--- src/design/xtq_pkg.sv ---
`timescale 1ns / 1ps
package xtq_pkg;
   localparam int KeyBits   = 30;
   localparam int NodeCount = 4096;
   localparam int CountBits = 16;
   localparam int NodeBits  = $clog2(NodeCount);
   localparam int LevelBits = $clog2(KeyBits);
   localparam int LinkBits  = 2 * NodeBits;

   typedef logic [NodeBits-1:0]  node_type;
   typedef logic [KeyBits-1:0]   key_type;
   typedef logic [CountBits-1:0] count_type;
   typedef logic [LevelBits-1:0] level_type;

   localparam logic [1:0] KIND_CLEAR  = 2'd0;
   localparam logic [1:0] KIND_INSERT = 2'd1;
   localparam logic [1:0] KIND_REMOVE = 2'd2;
   localparam logic [1:0] KIND_QUERY  = 2'd3;

   localparam logic [1:0] ST_OK        = 2'd0;
   localparam logic [1:0] ST_EMPTY     = 2'd1;
   localparam logic [1:0] ST_FULL      = 2'd2;
   localparam logic [1:0] ST_NOT_FOUND = 2'd3;

   typedef struct packed {
      logic load;        // capture item, start at root
      logic step;        // consume read data, advance level
      logic restart;     // back to root for second pass
      logic clr;         // reset root state
      logic [1:0] mode;  // kind of walk
      logic pass2;
   } cmd_type;

   typedef struct packed {
      logic last_level;
      logic missing;     // needed link absent (or zero count in remove)
      logic root_empty;
      logic root_full;
      logic no_room;
   } sts_type;
endpackage

--- src/design/xtq_ctrl.sv ---
`timescale 1ns / 1ps
module xtq_ctrl (
   input  logic             clock,
   input  logic             reset,
   input  logic             req_valid,
   output logic             req_stall,
   input  logic [1:0]       req_kind,
   output logic             rsp_valid,
   input  logic             rsp_stall,
   output logic [1:0]       rsp_status,
   output logic             res_zero,
   output xtq_pkg::cmd_type cmd,
   input  xtq_pkg::sts_type sts
);
   import xtq_pkg::*;
   typedef enum logic [2:0] {IDLE, RD, CNT, STEP, DONE} state_type;
   state_type st_ff;
   logic [1:0] mode_ff, status_ff;
   logic pass2_ff, zero_ff, valid_ff;

   assign req_stall  = (st_ff != IDLE) || (valid_ff && rsp_stall);
   assign rsp_valid  = valid_ff;
   assign rsp_status = status_ff;
   assign res_zero   = zero_ff;

   always_comb begin
      cmd = '0;
      cmd.mode  = mode_ff;
      cmd.pass2 = pass2_ff;
      cmd.load  = (st_ff == IDLE) && req_valid && !req_stall;
      cmd.clr   = cmd.load && req_kind == KIND_CLEAR;
      cmd.step  = (st_ff == STEP);
      cmd.restart = (st_ff == DONE);
   end

   always_ff @(posedge clock) begin
      if (reset) begin
         st_ff <= IDLE; valid_ff <= 1'b0; pass2_ff <= 1'b0;
         mode_ff <= KIND_CLEAR; status_ff <= ST_OK; zero_ff <= 1'b1;
      end else begin
         case (st_ff)
            IDLE: if (cmd.load) begin
               mode_ff <= req_kind; status_ff <= ST_OK; zero_ff <= 1'b1;
               pass2_ff <= 1'b0;
               case (req_kind)
                  KIND_CLEAR: valid_ff <= 1'b1;
                  default: begin
                     valid_ff <= 1'b0; st_ff <= RD;
                  end
               endcase
            end else if (valid_ff && !rsp_stall) valid_ff <= 1'b0;
            RD: begin
               if (mode_ff == KIND_QUERY && sts.root_empty) begin
                  status_ff <= ST_EMPTY; valid_ff <= 1'b1; st_ff <= IDLE;
               end else if (mode_ff == KIND_INSERT && !pass2_ff && sts.root_full) begin
                  status_ff <= ST_FULL; valid_ff <= 1'b1; st_ff <= IDLE;
               end else st_ff <= CNT;
            end
            CNT: st_ff <= STEP;
            STEP: begin
               if (mode_ff == KIND_QUERY) begin
                  if (sts.last_level) begin
                     zero_ff <= 1'b0; valid_ff <= 1'b1; st_ff <= IDLE;
                  end else st_ff <= RD;
               end else if (pass2_ff) begin
                  if (sts.last_level) begin
                     valid_ff <= 1'b1; st_ff <= IDLE;
                  end else st_ff <= RD;
               end else if (mode_ff == KIND_REMOVE && sts.missing) begin
                  status_ff <= ST_NOT_FOUND; valid_ff <= 1'b1; st_ff <= IDLE;
               end else if (sts.last_level || (mode_ff == KIND_INSERT && sts.missing))
                  st_ff <= DONE;
               else st_ff <= RD;
            end
            DONE: begin
               if (mode_ff == KIND_INSERT && sts.no_room) begin
                  status_ff <= ST_FULL; valid_ff <= 1'b1; st_ff <= IDLE;
               end else begin
                  pass2_ff <= 1'b1; st_ff <= RD;
               end
            end
            default: st_ff <= IDLE;
         endcase
      end
   end
endmodule

--- config.mk ---
export PLATFORM = sky130hd
export DESIGN_NAME = xtq_ctrl
export DESIGN_NICKNAME = d
export VERILOG_FILES = /design/src/design/xtq_pkg.sv /design/src/design/xtq_ctrl.sv
export SDC_FILE = /design/constraint.sdc
export NUM_CORES = 1
export LEC_CHECK = 0
export ABC_AREA = 1
export BUFFER_PORTS_ARGS = -buffer_cell sky130_fd_sc_hd__buf_4
export CAP_MARGIN = 20
export CORE_AREA = 2 2 41 43
export CTS_BUF_LIST = sky130_fd_sc_hd__clkbuf_4 sky130_fd_sc_hd__clkbuf_8 sky130_fd_sc_hd__clkbuf_16
export DETAILED_ROUTE_END_ITERATION = 8
export DIE_AREA = 0 0 43 45
export PLACE_DENSITY_LB_ADDON = 0.05
export SLEW_MARGIN = 20
export SYNTH_ARGS = -nofsm -noshare
export SYNTH_HDL_FRONTEND = slang
export SYNTH_SLANG_ARGS = --single-unit
export TNS_END_PERCENT = 30
--- constraint.sdc ---
create_clock -name clock -period 1.5 [get_ports clock]
set_clock_uncertainty 0.1 [all_clocks]
set_input_delay 0.3 -clock clock [delete_from_list [all_inputs] [get_ports clock]]
set_output_delay 0.3 -clock clock [all_outputs]
set_load 0.01 [all_outputs]
# Word-level counts from Yosys, hierarchy flattened
# Cells that the tools add are included.
# totals
ff_bits,10
word_cells,90
inputBits,11
out_inout_bits,12
# op_classes
mux,37
n_eq_ne,19
n_reduce_logical,28
# op_table
cell,count
two-way mux 2 bit,9
two-way mux 3 bit,6
two-way mux 1 bit,17
one-hot mux 3 bit (5 select lines),1
logical AND 1 bit,11
inequality test 2 bit (second input constant),5
inequality test 2 x 1 -> 1 bit (second input constant),4
one-hot mux 2 bit (4 select lines),1
AND reduction 7 bit,1
== test 3 x 2 -> 1 bit (second input constant),2
AND reduction 5 bit,1
== test 2 bit (second input constant),2
inequality test 4 x 1 -> 1 bit (second input constant),1
one-hot mux 1 bit (2 select lines),2
one-hot mux 1 bit (4 select lines),1
AND reduction 2 bit,2
AND reduction 4 bit,1
nonzero test 2 bit,2
nonzero test 4 bit,1
== test 3 x 1 -> 1 bit (second input constant),1
== test 3 bit (second input constant),1
logical NOT 1 bit,3
logical NOT 3 bit,1
inequality test 3 x 2 -> 1 bit (second input constant),1
6 further kinds,7

# Depth between registers and ports, before layout
# depth
word_depth,8
depth_mapped,10
depth_no_buf,10

# Least setup slack after synthesis
# OpenSTA, ideal clock, no wires.
# synth_timing
path_kind,reg2reg
start,register st_ff[1]
end,"register status_ff[0], in the netlist rsp_status[0]"
t_arrival_ns,1.144
synth_period_minus_slack_ns,1.355
setup_ns,0.112
path_stages_with_launch,9
required_ns,1.288
path_slack_ns,0.145
n_path_buf,0
path_cell_list,dfxtp_1 nand2_2 nor2_4 inv_2 nor2_4 nor2_2 and2_4 nor2_1 nor2_1
# synth_rtl
element,line_no,rtl
start: declaration,xtq_ctrl.sv:17,state_type st_ff;
start signal: assignment,xtq_ctrl.sv:38,st_ff <= IDLE; valid_ff <= 1'b0; pass2_ff <= 1'b0;
start signal: assignment,xtq_ctrl.sv:48,valid_ff <= 1'b0; st_ff <= RD;
start signal: assignment,xtq_ctrl.sv:54,status_ff <= ST_EMPTY; valid_ff <= 1'b1; st_ff <= IDLE;
end signal: assignment,xtq_ctrl.sv:39,mode_ff <= KIND_CLEAR; status_ff <= ST_OK; zero_ff <= 1'b1;
end signal: assignment,xtq_ctrl.sv:43,mode_ff <= req_kind; status_ff <= ST_OK; zero_ff <= 1'b1;
end signal: assignment,xtq_ctrl.sv:54,
end: declaration,xtq_ctrl.sv:18,"logic [1:0] mode_ff, status_ff;"

==> impl_metrics.json <==
{
  "final-hold-violation-count": 0,
  "yosys_warnings": 0,
  "post-route-min-period_ps": 1560,
  "drt-wirelength-per-cell_microns": 11.3,
  "die_y_microns": 45,
  "max-clock-path-buffers": 2,
  "timing.final.ws_setup_ps": -55.3,
  "route.detailed.vias_per_inst": 4.99,
  "clock_latency_ps": 280,
  "timing.slew.headroom_pct": 84.8,
  "h-tree-depth": 1,
  "layout_common_cells": "sky130_fd_sc_hd__buf_4, sky130_fd_sc_hd__nand2_1, sky130_fd_sc_hd__nor2_1",
  "timing.hold.worst.class": "in -> reg",
  "endpoint_kind": "output port",
  "vias_in_the_first_global_route": 630,
  "pin_count": 23,
  "netlist_instances": 102,
  "yosysSeqAreaShare_pct": 30.2,
  "rsz0062_at_grt": "yes",
  "postRouteWirelength_mm": 1.69,
  "path_class": "reg -> out",
  "reg_clk_slew_reported_paths_ps": 70,
  "finalInstanceArea_sq_um": 977,
  "postSynthNetCount": 113,
  "floorplan.initialDensity_pct": 45.1,
  "tritoncts.num_buffers": 3,
  "drtIter0Drc": 19,
  "syn_area_sq_um": 663,
  "worst-slew-pin-transition_ps": 226,
  "fin_crit_sh_pct": 104,
  "layout-drive-gt1-share_pct": 45.9,
  "first_pass_iters": 4,
  "grt_start_max_net_pins": 7,
  "crit_path_max_fanout": 6,
  "hold_slack_ps": 103,
  "ir_worst_vdd_mv": 0.761,
  "clock.fmax_ghz": 0.643,
  "outcome": "finished with violations",
  "rows": 14,
  "clockRootBuffer": "sky130_fd_sc_hd__clkbuf_4",
  "startpoint_type": "flop",
  "areaGrowthSynthToFinish_pct": 47.4,
  "initial_antenna_violation_count": 0,
  "dpl_cell_area_sq_um": 856,
  "num_vias": 744,
  "finalPower_w": 0.00119,
  "finalSetupViolCount": 2,
  "global_route_wire_length_before_repair_mm": 2.61,
  "detailed_route_drc_error_count": 0,
  "violations_in_the_final_reports": "negative setup slack",
  "post_synth.cell_area_avg_sq_um": 6.50,
  "power.static_leakage_nw": 0.477,
  "maxSlewViolCount": 0,
  "track_usage_pct": 18.5,
  "synth-seq-cells": 10,
  "grt_remaining_overflow": 0,
  "ys_types": 22,
  "power_per_cell_area_mw_per_mm2": 1210,
  "mostFrequentLayoutCell": "sky130_fd_sc_hd__buf_4",
  "tritoncts_num_sinks": 10,
  "die_x_microns": 43,
  "worst_ep_required_time_ps": 1100,
  "io_buffer_count": 22,
  "floorplan.die_area_sq_mm": 0.00194,
  "place_congestion": 0.813,
  "dp_hpwl_mm": 1.24,
  "final_antenna_net_count": 0,
  "worst-endpoint-arrival_ps": 1160,
  "utilization_pct": 66.4,
  "finalNetCount": 145,
  "cts_tree": "yes",
  "placeableCoreArea_sq_mm": 0.00147,
  "maxCapViolations": 0,
  "n_antenna_cell": 0
}
## area by class of cell
cell class | instances | area, sq um
Fill cell | 134 | 494
Multi-Input combinational cell | 77 | 432
Timing Repair Buffer | 28 | 225
Sequential cell | 10 | 211
Inverter | 14 | 52.6
Clock buffer | 4 | 36.3
Tap cell | 16 | 20.0
## timing repair
item,in CTS,in global routing
pin swaps,1,2
endpoints found under the setup margin,4,7
gates resized for setup,6,13
setup buffers,1,3
gates cloned,0,0
hold buffers,0,0
## logic make-up after synthesis
| kind of cell | Yosys count | share of synthesized area (%) |
|---|---|---|
| buf+inv | 15 | 9.06 |
| simple gates | 59 | 45.7 |
| flops | 10 | 30.2 |
| compound gates | 18 | 15.1 |
## cell usage after synthesis
cell type / count / share of area (%)
sky130_fd_sc_hd__a211oi_1: 1 / 1.1
sky130_fd_sc_hd__a21oi_1: 7 / 5.3
sky130_fd_sc_hd__a21oi_2: 1 / 1.3
sky130_fd_sc_hd__a31oi_1: 1 / 0.94
sky130_fd_sc_hd__and2_4: 1 / 1.3
sky130_fd_sc_hd__buf_4: 1 / 1.1
sky130_fd_sc_hd__dfxtp_1: 10 / 30
sky130_fd_sc_hd__inv_1: 10 / 5.7
sky130_fd_sc_hd__inv_2: 4 / 2.3
sky130_fd_sc_hd__nand2_1: 18 / 10
sky130_fd_sc_hd__nand2_2: 5 / 4.7
sky130_fd_sc_hd__nand3_1: 9 / 6.8
sky130_fd_sc_hd__nand3_2: 1 / 1.5
sky130_fd_sc_hd__nand3b_1: 1 / 1.1
sky130_fd_sc_hd__nand4_2: 1 / 1.9
sky130_fd_sc_hd__nor2_1: 15 / 8.5
sky130_fd_sc_hd__nor2_2: 3 / 2.8
sky130_fd_sc_hd__nor2_4: 3 / 5.1
sky130_fd_sc_hd__nor3_1: 1 / 0.75
sky130_fd_sc_hd__o21ai_0: 7 / 5.3
sky130_fd_sc_hd__o31ai_1: 1 / 1.1
sky130_fd_sc_hd__or2_2: 1 / 0.94
## critical path: stages, from the launching register on
cell                      delay [ps]
sky130_fd_sc_hd__dfxtp_4         370
sky130_fd_sc_hd__nor2_4          150
sky130_fd_sc_hd__nand4_4         120
sky130_fd_sc_hd__nor2_4          130
sky130_fd_sc_hd__buf_6           110
## report_power, final
part           switching (W)  internal (W)  total, W
combinational       0.000293      0.000273  0.000566
clock               0.000108      0.000148  0.000256
sequential         0.0000452      0.000320  0.000365
total               0.000447      0.000740   0.00119
## registers in the layout, indices dropped and copies added, names as in the netlist
register    count
rsp_valid       1
res_zero        1
st_ff           3
rsp_status      2
pass2_ff        1
mode_ff         2
## worst paths after layout
| path | slack [ps] | endpoint | startpoint | depth (start not counted) |
|---|---|---|---|---|
| max reg2reg | 60 | rsp_status[0] | st_ff[1] | 8 |
| min reg2reg | 370 | rsp_status[1] | rsp_status[1] | 2 |
| min | 100 | st_ff[1] | reset | 2 |
| max | -60 | cmd[3] | st_ff[1] | 4 |
## per-layer routing
| metal | global-route usage, % | vias to the layer above | routed length [microns] |
|---|---|---|---|
| met4 | 10.9 | 0 | 54 |
| met1 | 25.0 | 325 | 747 |
| met3 | 2.40 | 4 | 82 |
| li1 | - | 394 | - |
| met2 | 28.5 | 21 | 801 |
| met5 | 0 | - | 0 |
## through the flow
stage               worst slack [ps]  instances  setup TNS [ps]
detailed placement              91.4        141               0
global route                    -115        149            -408
finish                         -55.3        149           -99.1
floorplan                        145        102               0
CTS                            -57.3        146            -119
global placement                 105        141               0
Power figures use the tool's default switching activity.
